**src/ptcq_pkg.sv**
```systemverilog
// package for the per-target command queue: sizes, command codes, types, helpers
// no dependencies
`timescale 1ns / 1ps

package ptcq_pkg;

  // sizing
  localparam int NUM_TARGETS = 16;
  localparam int QUEUE_DEPTH = 4;

  localparam int TGT_W    = $clog2(NUM_TARGETS);
  localparam int PTR_W    = $clog2(QUEUE_DEPTH);
  localparam int FILL_W   = $clog2(QUEUE_DEPTH + 1);
  localparam int ENTRY_AW = $clog2(NUM_TARGETS * QUEUE_DEPTH);

  // field widths
  localparam int CMD_W   = 2;
  localparam int ID_W    = 8;
  localparam int TYPE_W  = 8;
  localparam int PAY_W   = 48;
  localparam int ENTRY_W = TYPE_W + PAY_W;
  localparam int RETRY_W = 8;
  localparam int TIX_W   = 4;

  localparam logic [RETRY_W-1:0] RETRY_RESET = RETRY_W'(3);

  // command codes
  localparam logic [CMD_W-1:0] CMD_PUSH    = 2'd0;
  localparam logic [CMD_W-1:0] CMD_PEEK    = 2'd1;
  localparam logic [CMD_W-1:0] CMD_CONSUME = 2'd2;
  localparam logic [CMD_W-1:0] CMD_CLEAR   = 2'd3;

  // per-target queue control word
  typedef struct packed {
    logic [PTR_W-1:0]   head;
    logic [PTR_W-1:0]   tail;
    logic [FILL_W-1:0]  fill;
    logic [RETRY_W-1:0] retries;
  } ctrl_t;

  localparam int CTRL_W = $bits(ctrl_t);

  // round-robin pick result
  typedef struct packed {
    logic             found;
    logic [TGT_W-1:0] target;
  } pick_t;

  // flat entry address of slot p in target t's queue
  function automatic logic [ENTRY_AW-1:0] entry_addr(input logic [TGT_W-1:0] t,
                                                     input logic [PTR_W-1:0] p);
    return ENTRY_AW'(t) * ENTRY_AW'(QUEUE_DEPTH) + ENTRY_AW'(p);
  endfunction

  // queue pointer increment with wrap
  function automatic logic [PTR_W-1:0] next_ptr(input logic [PTR_W-1:0] p);
    return (p == PTR_W'(QUEUE_DEPTH - 1)) ? '0 : p + 1'b1;
  endfunction

  // target increment with wrap
  function automatic logic [TGT_W-1:0] next_tgt(input logic [TGT_W-1:0] t);
    return (t == TGT_W'(NUM_TARGETS - 1)) ? '0 : t + 1'b1;
  endfunction

endpackage

```
**src/ptcq_ram.sv**
```systemverilog
// generic single-write, single-read ram with registered read data
// no dependencies
`timescale 1ns / 1ps

module ptcq_ram #(
  parameter int WIDTH = 8,
  parameter int DEPTH = 16
) (
  input  logic                     clk,
  input  logic                     we,
  input  logic [$clog2(DEPTH)-1:0] waddr,
  input  logic [WIDTH-1:0]         wdata,
  input  logic                     re,
  input  logic [$clog2(DEPTH)-1:0] raddr,
  output logic [WIDTH-1:0]         rdata
);

  logic [WIDTH-1:0] mem_r [DEPTH];
  logic [WIDTH-1:0] rdata_r;

  // write port
  always_ff @(posedge clk) begin
    if (we) begin
      mem_r[waddr] <= wdata;
    end
  end

  // registered read port
  always_ff @(posedge clk) begin
    if (re) begin
      rdata_r <= mem_r[raddr];
    end
  end

  assign rdata = rdata_r;

endmodule

```
**src/ptcq_rr_pick.sv**
```systemverilog
// round-robin search for the first non-empty queue at or after the cursor
// depends on ptcq_pkg
`timescale 1ns / 1ps

module ptcq_rr_pick (
  input  logic [ptcq_pkg::NUM_TARGETS-1:0] pending,
  input  logic [ptcq_pkg::TGT_W-1:0]       cursor,
  output ptcq_pkg::pick_t                  pick
);

  logic [ptcq_pkg::NUM_TARGETS-1:0] upper;
  logic [ptcq_pkg::TGT_W-1:0]       hi_idx;
  logic [ptcq_pkg::TGT_W-1:0]       lo_idx;

  // pending queues at or above the cursor
  always_comb begin
    for (int i = 0; i < ptcq_pkg::NUM_TARGETS; i++) begin
      upper[i] = pending[i] && (ptcq_pkg::TGT_W'(i) >= cursor);
    end
  end

  // lowest set bit of each vector
  always_comb begin
    hi_idx = '0;
    lo_idx = '0;
    for (int i = ptcq_pkg::NUM_TARGETS - 1; i >= 0; i--) begin
      if (upper[i]) begin
        hi_idx = ptcq_pkg::TGT_W'(i);
      end
      if (pending[i]) begin
        lo_idx = ptcq_pkg::TGT_W'(i);
      end
    end
  end

  // wrap to the bottom when nothing is pending above the cursor
  assign pick.found  = |pending;
  assign pick.target = (|upper) ? hi_idx : lo_idx;

endmodule

```
**src/per_target_command_queue_rr_unit.sv**
```systemverilog
// top level of the per-target command queue with round-robin peek and retransmit budget
// depends on ptcq_pkg, ptcq_ram, ptcq_rr_pick
`timescale 1ns / 1ps

// One command is taken when start is high and busy is low. All commands but a found
// peek end in the control state; a found peek then reads the head entry from the entry
// ram in the entry state. Each command reads its target's control word from a small
// ram; one that changes it writes it back in the next cycle. The result shows on the
// out_ ports for exactly one cycle with out_strobe high and the receiver cannot stall
// it; a new command may start in that same cycle. The user must write retransmit_count
// through cfg_we/cfg_wdata only while the block is idle; the block does not enforce it.
module per_target_command_queue_rr_unit (
  input  logic                          clk,
  input  logic                          rst_n,
  input  logic                          start,
  output logic                          busy,
  input  logic [ptcq_pkg::CMD_W-1:0]    in_cmd,
  input  logic [ptcq_pkg::ID_W-1:0]     in_tracker_id,
  input  logic [ptcq_pkg::TYPE_W-1:0]   in_cmd_type,
  input  logic [ptcq_pkg::PAY_W-1:0]    in_payload,
  input  logic                          cfg_we,
  input  logic [ptcq_pkg::RETRY_W-1:0]  cfg_wdata,
  output logic                          out_strobe,
  output logic                          out_status,
  output logic                          out_found,
  output logic [ptcq_pkg::TIX_W-1:0]    out_target_index,
  output logic [ptcq_pkg::TYPE_W-1:0]   out_type,
  output logic [ptcq_pkg::PAY_W-1:0]    out_payload
);

  localparam logic [1:0] S_IDLE  = 2'd0;
  localparam logic [1:0] S_CTRL  = 2'd1;
  localparam logic [1:0] S_ENTRY = 2'd2;

  logic [1:0] state_r, state_nxt;

  // captured command
  logic [ptcq_pkg::CMD_W-1:0]  op_r;
  logic [ptcq_pkg::TGT_W-1:0]  tgt_r;
  logic                        oor_r;
  logic                        found_r;
  logic [ptcq_pkg::TYPE_W-1:0] type_r;
  logic [ptcq_pkg::PAY_W-1:0]  pay_r;

  // persistent control
  logic [ptcq_pkg::RETRY_W-1:0]     retry_cfg_r;
  logic [ptcq_pkg::TGT_W-1:0]       rr_r, rr_nxt;
  logic [ptcq_pkg::NUM_TARGETS-1:0] pending_r;
  logic [ptcq_pkg::NUM_TARGETS-1:0] ctrl_vld_r;

  // result register
  logic                         res_strobe_r;
  logic                         res_status_r;
  logic                         res_found_r;
  logic [ptcq_pkg::TIX_W-1:0]   res_tix_r;
  logic [ptcq_pkg::TYPE_W-1:0]  res_type_r;
  logic [ptcq_pkg::PAY_W-1:0]   res_pay_r;

  logic                         res_ld;
  logic                         res_status;
  logic                         res_found;
  logic [ptcq_pkg::TIX_W-1:0]   res_tix;
  logic [ptcq_pkg::TYPE_W-1:0]  res_type;
  logic [ptcq_pkg::PAY_W-1:0]   res_pay;

  // ram ports
  logic                            ctrl_we;
  logic [ptcq_pkg::CTRL_W-1:0]     ctrl_rdata;
  logic [ptcq_pkg::TGT_W-1:0]      ctrl_raddr;
  ptcq_pkg::ctrl_t                 ctrl_rd;
  ptcq_pkg::ctrl_t                 ctrl_wr;
  logic                            ent_we;
  logic                            ent_re;
  logic [ptcq_pkg::ENTRY_AW-1:0]   ent_waddr;
  logic [ptcq_pkg::ENTRY_AW-1:0]   ent_raddr;
  logic [ptcq_pkg::ENTRY_W-1:0]    ent_rdata;

  // misc
  logic                            accept;
  logic                            in_oor;
  ptcq_pkg::pick_t                 pick;
  logic                            pend_set;
  logic                            pend_clr;
  logic [ptcq_pkg::RETRY_W-1:0]    budget;
  logic [ptcq_pkg::RETRY_W-1:0]    left;

  assign accept = start && !busy;
  assign busy   = (state_r != S_IDLE);
  assign in_oor = {1'b0, in_tracker_id} >= (ptcq_pkg::ID_W + 1)'(ptcq_pkg::NUM_TARGETS);

  // round-robin search over the pending flags
  ptcq_rr_pick u_pick (
    .pending (pending_r),
    .cursor  (rr_r),
    .pick    (pick)
  );

  // control word read address: peek follows the search, others the tracker id
  assign ctrl_raddr = (in_cmd == ptcq_pkg::CMD_PEEK) ? pick.target
                                                      : in_tracker_id[ptcq_pkg::TGT_W-1:0];

  ptcq_ram #(
    .WIDTH (ptcq_pkg::CTRL_W),
    .DEPTH (ptcq_pkg::NUM_TARGETS)
  ) u_ctrl_ram (
    .clk   (clk),
    .we    (ctrl_we),
    .waddr (tgt_r),
    .wdata (ctrl_wr),
    .re    (accept),
    .raddr (ctrl_raddr),
    .rdata (ctrl_rdata)
  );

  ptcq_ram #(
    .WIDTH (ptcq_pkg::ENTRY_W),
    .DEPTH (ptcq_pkg::NUM_TARGETS * ptcq_pkg::QUEUE_DEPTH)
  ) u_entry_ram (
    .clk   (clk),
    .we    (ent_we),
    .waddr (ent_waddr),
    .wdata ({type_r, pay_r}),
    .re    (ent_re),
    .raddr (ent_raddr),
    .rdata (ent_rdata)
  );

  // a control word never written reads as all zero
  assign ctrl_rd = ctrl_vld_r[tgt_r] ? ptcq_pkg::ctrl_t'(ctrl_rdata) : '0;

  // retransmit budget: reload when exhausted, a zero setting counts as one
  always_comb begin
    if (ctrl_rd.retries != '0) begin
      budget = ctrl_rd.retries;
    end else if (retry_cfg_r != '0) begin
      budget = retry_cfg_r;
    end else begin
      budget = ptcq_pkg::RETRY_W'(1);
    end
    left = budget - 1'b1;
  end

  assign ent_waddr = ptcq_pkg::entry_addr(tgt_r, ctrl_rd.tail);
  assign ent_raddr = ptcq_pkg::entry_addr(tgt_r, ctrl_rd.head);

  // sequencer and read-modify-write of the control word
  always_comb begin
    state_nxt  = state_r;
    ctrl_we    = 1'b0;
    ctrl_wr    = ctrl_rd;
    ent_we     = 1'b0;
    ent_re     = 1'b0;
    pend_set   = 1'b0;
    pend_clr   = 1'b0;
    rr_nxt     = rr_r;
    res_ld     = 1'b0;
    res_status = 1'b0;
    res_found  = 1'b0;
    res_tix    = '0;
    res_type   = '0;
    res_pay    = '0;
    unique case (state_r)
      S_IDLE: begin
        if (accept) begin
          state_nxt = S_CTRL;
        end
      end
      S_CTRL: begin
        state_nxt = S_IDLE;
        if (op_r == ptcq_pkg::CMD_PEEK) begin
          if (found_r) begin
            ent_re    = 1'b1;
            state_nxt = S_ENTRY;
          end else begin
            res_ld = 1'b1;
          end
        end else if (oor_r) begin
          res_ld     = 1'b1;
          res_status = 1'b1;
        end else begin
          res_ld = 1'b1;
          unique case (op_r)
            ptcq_pkg::CMD_PUSH: begin
              if (ctrl_rd.fill >= ptcq_pkg::FILL_W'(ptcq_pkg::QUEUE_DEPTH)) begin
                res_status = 1'b1;
              end else begin
                ent_we       = 1'b1;
                ctrl_we      = 1'b1;
                ctrl_wr.tail = ptcq_pkg::next_ptr(ctrl_rd.tail);
                ctrl_wr.fill = ctrl_rd.fill + 1'b1;
                pend_set     = 1'b1;
              end
            end
            ptcq_pkg::CMD_CONSUME: begin
              if (ctrl_rd.fill != '0) begin
                ctrl_we         = 1'b1;
                ctrl_wr.retries = left;
                rr_nxt          = ptcq_pkg::next_tgt(tgt_r);
                if (left == '0) begin
                  ctrl_wr.head = ptcq_pkg::next_ptr(ctrl_rd.head);
                  ctrl_wr.fill = ctrl_rd.fill - 1'b1;
                  pend_clr     = (ctrl_rd.fill == ptcq_pkg::FILL_W'(1));
                end
              end
            end
            default: begin
              // clear
              ctrl_we  = 1'b1;
              ctrl_wr  = '0;
              pend_clr = 1'b1;
            end
          endcase
        end
      end
      S_ENTRY: begin
        state_nxt = S_IDLE;
        res_ld    = 1'b1;
        res_found = 1'b1;
        res_tix   = ptcq_pkg::TIX_W'(tgt_r);
        res_type  = ent_rdata[ptcq_pkg::ENTRY_W-1 -: ptcq_pkg::TYPE_W];
        res_pay   = ent_rdata[ptcq_pkg::PAY_W-1:0];
      end
      default: begin
        state_nxt = S_IDLE;
      end
    endcase
  end

  // control registers
  always_ff @(posedge clk) begin
    if (!rst_n) begin
      state_r      <= S_IDLE;
      retry_cfg_r  <= ptcq_pkg::RETRY_RESET;
      rr_r         <= '0;
      pending_r    <= '0;
      ctrl_vld_r   <= '0;
      res_strobe_r <= 1'b0;
    end else begin
      state_r      <= state_nxt;
      rr_r         <= rr_nxt;
      res_strobe_r <= res_ld;
      if (cfg_we) begin
        retry_cfg_r <= cfg_wdata;
      end
      if (ctrl_we) begin
        ctrl_vld_r[tgt_r] <= 1'b1;
      end
      if (pend_set) begin
        pending_r[tgt_r] <= 1'b1;
      end else if (pend_clr) begin
        pending_r[tgt_r] <= 1'b0;
      end
    end
  end

  // command capture on transfer
  always_ff @(posedge clk) begin
    if (accept) begin
      op_r    <= in_cmd;
      oor_r   <= in_oor;
      found_r <= pick.found;
      type_r  <= in_cmd_type;
      pay_r   <= in_payload;
      tgt_r   <= ctrl_raddr;
    end
  end

  // result payload
  always_ff @(posedge clk) begin
    if (res_ld) begin
      res_status_r <= res_status;
      res_found_r  <= res_found;
      res_tix_r    <= res_tix;
      res_type_r   <= res_type;
      res_pay_r    <= res_pay;
    end
  end

  assign out_strobe       = res_strobe_r;
  assign out_status       = res_status_r;
  assign out_found        = res_found_r;
  assign out_target_index = res_tix_r;
  assign out_type         = res_type_r;
  assign out_payload      = res_pay_r;

endmodule

```
**config.mk**
```make
export PLATFORM = sky130hd
export DESIGN_NAME = per_target_command_queue_rr_unit
export DESIGN_NICKNAME = d
export VERILOG_FILES = /design/src/ptcq_pkg.sv /design/src/ptcq_ram.sv /design/src/ptcq_rr_pick.sv /design/src/per_target_command_queue_rr_unit.sv
export SDC_FILE = /design/constraint.sdc
export NUM_CORES = 2
export LEC_CHECK = 0
export BUFFER_PORTS_ARGS = -buffer_cell sky130_fd_sc_hd__buf_2
export CELL_PAD_IN_SITES_DETAIL_PLACEMENT = 2
export CELL_PAD_IN_SITES_GLOBAL_PLACEMENT = 2
export CORE_MARGIN = 2
export CORE_UTILIZATION = 44
export DETAILED_ROUTE_END_ITERATION = 10
export PLACE_DENSITY = 0.83
export RECOVER_POWER = 25
export SLEW_MARGIN = 20
export SYNTH_ARGS = -nofsm -noshare
export SYNTH_HDL_FRONTEND = slang
export SYNTH_SLANG_ARGS = --single-unit
```
**constraint.sdc**
```tcl
create_clock -name clk -period 5.5 [get_ports clk]
set_input_delay 0.275 -clock clk [delete_from_list [all_inputs] [get_ports clk]]
set_output_delay 0.275 -clock clk [all_outputs]
set_load 0.1 [all_outputs]
```
==> impl_metrics.json, run 1 <==
{
  "hpwl_microns": 449000,
  "syn_avg_cell_area_sq_um": 18.4,
  "core.rowCount": 220,
  "synth_top_cell_by_area": "edfxtp_1",
  "start_util": 0.442,
  "yosys-top-cells-area": "edfxtp_1 (76%), mux2i_1 (8.0%), mux4_2 (3.2%)",
  "syn_nets": 8682,
  "io_pins": 142,
  "portBuffers": 141,
  "synth_edf_count": 4021,
  "ys_types": 83,
  "synth_top_area_frac": 0.762,
  "synth-main-ff-cell": "edfxtp_1",
  "die_w_microns": 604,
  "synth-seq-cells": 4068,
  "syn-cell-area_sq_um": 158000,
  "flow.stopped_at": "3_5_place_dp",
  "fp.dieH_microns": 604,
  "outcome": "did not finish",
  "synth-seq-area-share": 0.768,
  "yosysMostFrequentCell": "edfxtp_1",
  "syn_inst": 8591,
  "yosysWarningCount": 0,
  "place.gp.congestion": 0.830,
  "error": "[ERROR DPL-0033] detailed placement checks failed during check placement.",
  "synthArstFlopShare": 0,
  "synth_common_cells": "edfxtp_1 (4021), mux2i_1 (1260), o221ai_1 (576), clkbuf_1 (458), nand3_1 (266)"
}
==> metrics by stage <==
| stage | TNS, ns | cell area, sq um |
|---|---|---|
| floorplan | -68.67 | 158000 |
| global placement | 0 | 167000 |
==> logic make-up after synthesis <==
logic type                 Yosys count  share of synthesized area
AOI/OAI and AO/OA                 1407                     0.0672
xor gates and xnor gates             4                   0.000221
adders and majority gates           13                    0.00103
buffers and inverters              648                     0.0163
DFF                               4068                      0.768
muxes                             1583                      0.119
and+or+nand+nor                    868                     0.0282
==> run 2, diff against run 1 <==
CELL_PAD_IN_SITES_DETAIL_PLACEMENT = unset   (was 2)
CELL_PAD_IN_SITES_GLOBAL_PLACEMENT = unset   (was 2)
CORE_UTILIZATION = 40   (was 44)
PLACE_DENSITY = unset   (was 0.83)
PLACE_DENSITY_LB_ADDON = 0.15   (was unset)
clock period = 7.2 ns   (was 5.5 ns; I/O delays follow)
==> run 2 against run 1 <==
The flow now finishes, with violations (max-capacitance violations, max-slew violations). Synthesized cell count unchanged. Synthesized area unchanged.
==> impl_metrics.json, run 2 <==
{
  "path_class": "reg -> reg",
  "ys_types": 83,
  "required_ns": 7.83,
  "fin_crit_ns": 6.14,
  "yosysMostFrequentCell": "edfxtp_1",
  "synth_adder_area_share": 0.00103,
  "cpMaxStageDelayCell": "nor2_1",
  "grt_start_max_net_pins": 150,
  "avgRoutedWirePerCell_microns": 33.9,
  "cts_resized": 0,
  "insertion_delay_ns": 1.00,
  "finalPower_mw": 49.7,
  "core.rowCount": 231,
  "worst_ir_drop_vdd_mv": 0.200,
  "synth_compound_area_frac": 0.0672,
  "synth-seq-cells": 4068,
  "io_pins": 142,
  "h-tree-depth": 5,
  "rsz0062_at_grt": "no",
  "whs_ns": 0.0813,
  "maxSlewViolCount": 2602,
  "max_freq_mhz": 163,
  "r2r-start": "tgt_r[0]",
  "cts.sinks": 4068,
  "r2r-end": "u_ctrl_ram.mem_r[13][6]",
  "viasPerCell": 6.03,
  "start_util": 0.401,
  "cp.depth": 13,
  "die-area_sq_um": 401000,
  "hp-class": "in -> reg",
  "num_vias": 87999,
  "hold_viol_final": 0,
  "nFillCells": 33327,
  "synth_top_cell_by_area": "edfxtp_1",
  "p_per_area_nw_per_um2": 274,
  "hpwl_microns": 259000,
  "cap_violations": 40,
  "synth_edf_count": 4021,
  "die_w_microns": 633,
  "cp-start-kind": "flip-flop",
  "final_common_cell": "edfxtp_1",
  "switching_power_mw": 10.9,
  "tightest_slew_ns": 3.45,
  "critPathTopFamily": "simple AND/OR/NAND/NOR gates",
  "fp.dieH_microns": 633,
  "cp_max_fo": 45,
  "first_global_vias": 87523,
  "grt_pass1_wl_microns": 687000,
  "syn_avg_cell_area_sq_um": 18.4,
  "synth.area.mux_share": 0.119,
  "area_growth_pct": 14.6,
  "drtIter0Drc": 10953,
  "clock-skew-final_ns": 0.0667,
  "syn_inst": 8591,
  "cts_made_buffers": 432,
  "drtAntennaViolNets": 0,
  "grt_overflow_total": 0,
  "syn-cell-area_sq_um": 158000,
  "fin_setup_tns_ns": 0,
  "setup_slack_ns": 1.06,
  "slew_headroom": -1.30,
  "seqPwrFrac": 0.528,
  "place.gp.congestion": 0.839,
  "drt_first_pass_iters": 6,
  "largest_register_ffs": 3584,
  "clk_path_buf_depth": 4,
  "top_register": "u_entry_ram.mem_r",
  "layout_common_cells": "edfxtp_1 (4021), mux2i_1 (1260), o221ai_1 (575)",
  "pwr-share-comb": 0.041,
  "critPathCaptureType": "flip-flop",
  "violations": "max-capacitance violations, max-slew violations",
  "outcome": "finished with violations",
  "cp-endpoint": "u_ctrl_ram.mem_r[13][6]",
  "startpoint": "tgt_r[0]",
  "p_sw_frac": 0.219,
  "fin_cells": 14583,
  "grt.total_usage": 0.242,
  "postLayoutCellArea_sq_um": 182000,
  "rrSetupSlack_ns": 1.06,
  "antenna_found_initial": 26,
  "cts_root_buf": "clkbuf_16",
  "layout.nets": 9066,
  "clkTransAtPathRegs_ns": 0.06,
  "clkPwrFrac": 0.431,
  "setup_violations": 0,
  "yosysWarningCount": 0,
  "synth_top_area_frac": 0.762,
  "dp.cells": 13694,
  "cpPeakStageDelay_ns": 1.07,
  "intPower_mw": 38.8,
  "rr_worst_depth": 13,
  "drive_above_1_share": 0.156,
  "drc": 0,
  "placed_area_sq_um": 167000,
  "syn_nets": 8682,
  "cp_num_buf_inv": 4,
  "final_util": 0.460,
  "synth-simple-area-share": 0.0282,
  "synth_top_family_by_area": "multiplexers",
  "yosys-top-cells-area": "edfxtp_1 (76%), mux2i_1 (8.0%), mux4_2 (3.2%)",
  "arrival_ns": 6.78,
  "dp_slack_ns": 1.07,
  "synthArstFlopShare": 0,
  "core_sq_um": 395000,
  "synth-seq-area-share": 0.768,
  "min_period_over_period": 0.853,
  "synth_common_cells": "edfxtp_1 (4021), mux2i_1 (1260), o221ai_1 (576), clkbuf_1 (458), nand3_1 (266)",
  "cts_setup_buffers": 0,
  "synth_xor_area_frac": 0.000221,
  "hold_depth": 2,
  "crit_chain": "and2_4, o21ai_0, nand4_2, buf_4, and2_1, inv_1, ha_1, inv_1, o21ai_0, o31ai_1, nand2_1, nor2_1, buf_4",
  "wirelength_microns": 494000,
  "cts_tree": "done",
  "p_leak_nw": 54.7,
  "synth-main-ff-cell": "edfxtp_1",
  "portBuffers": 141
}
==> run 2: cell counts after synthesis <==
Identical to the previous run, type by type.
==> run 2: final cells by class <==
type	instances	area, sq um	area share
multi-input combinational	3875	34800	0.192
clock buffer	554	11300	0.0624
inverter	22	97.6	0.000538
antenna	9	22.5	0.000124
clock inverter	237	2160	0.0119
sequential	4068	122000	0.670
timing repair buffer	576	4860	0.0268
tap	5242	6560	0.0361
==> run 2: power groups by stage <==
stage	clock network (mW)	logic (mW)	registers (mW)
after floorplan	0	0.947	26.9
after global placement	0	1.99	26.7
after detailed placement	0	2.02	26.7
after CTS	21.8	2.07	26.2
after global routing	22.7	2.18	26.2
final	21.4	2.05	26.2
==> run 2: cells by family (layout without fill, tap and decap cells) <==
| kind of cell | after synthesis | in the layout |
|---|---|---|
| and+or+nand+nor | 868 | 868 |
| AOI/OAI and AO/OA | 1407 | 1407 |
| xor gates and xnor gates | 4 | 4 |
| DFF | 4068 | 4068 |
| buffers and inverters | 648 | 1389 |
| muxes | 1583 | 1583 |
| adders and majority gates | 13 | 13 |
| other | 0 | 9 |
==> run 2: how the worst min path moves through the flow <==
stage,startpoint,to,slack (ns)
after CTS,in_payload[36],pay_r[36],0.00003
final,in_payload[36],pay_r[36],0.08
after floorplan,ctrl_vld_r[14],ctrl_vld_r[14],0.43
after detailed placement,ctrl_vld_r[12],ctrl_vld_r[12],0.45
after global placement,ctrl_vld_r[3],ctrl_vld_r[3],0.45
after global routing,in_payload[32],pay_r[32],0.06
==> run 2: metal layers <==
layer	part of all wire	GRT usage	wire length, microns
met1	0.42	0.332	208000
met2	0.48	0.398	238000
met3	0.068	0.0371	33800
met4	0.031	0.0697	15100
met5	0.000079	0	39
==> run 2: repair_timing <==
item	CTS	global route
setup endpoints to repair	0	0
hold buffers	88	0
hold endpoints to repair	103	0
Note: power is estimated with default switching activity, not from simulation.
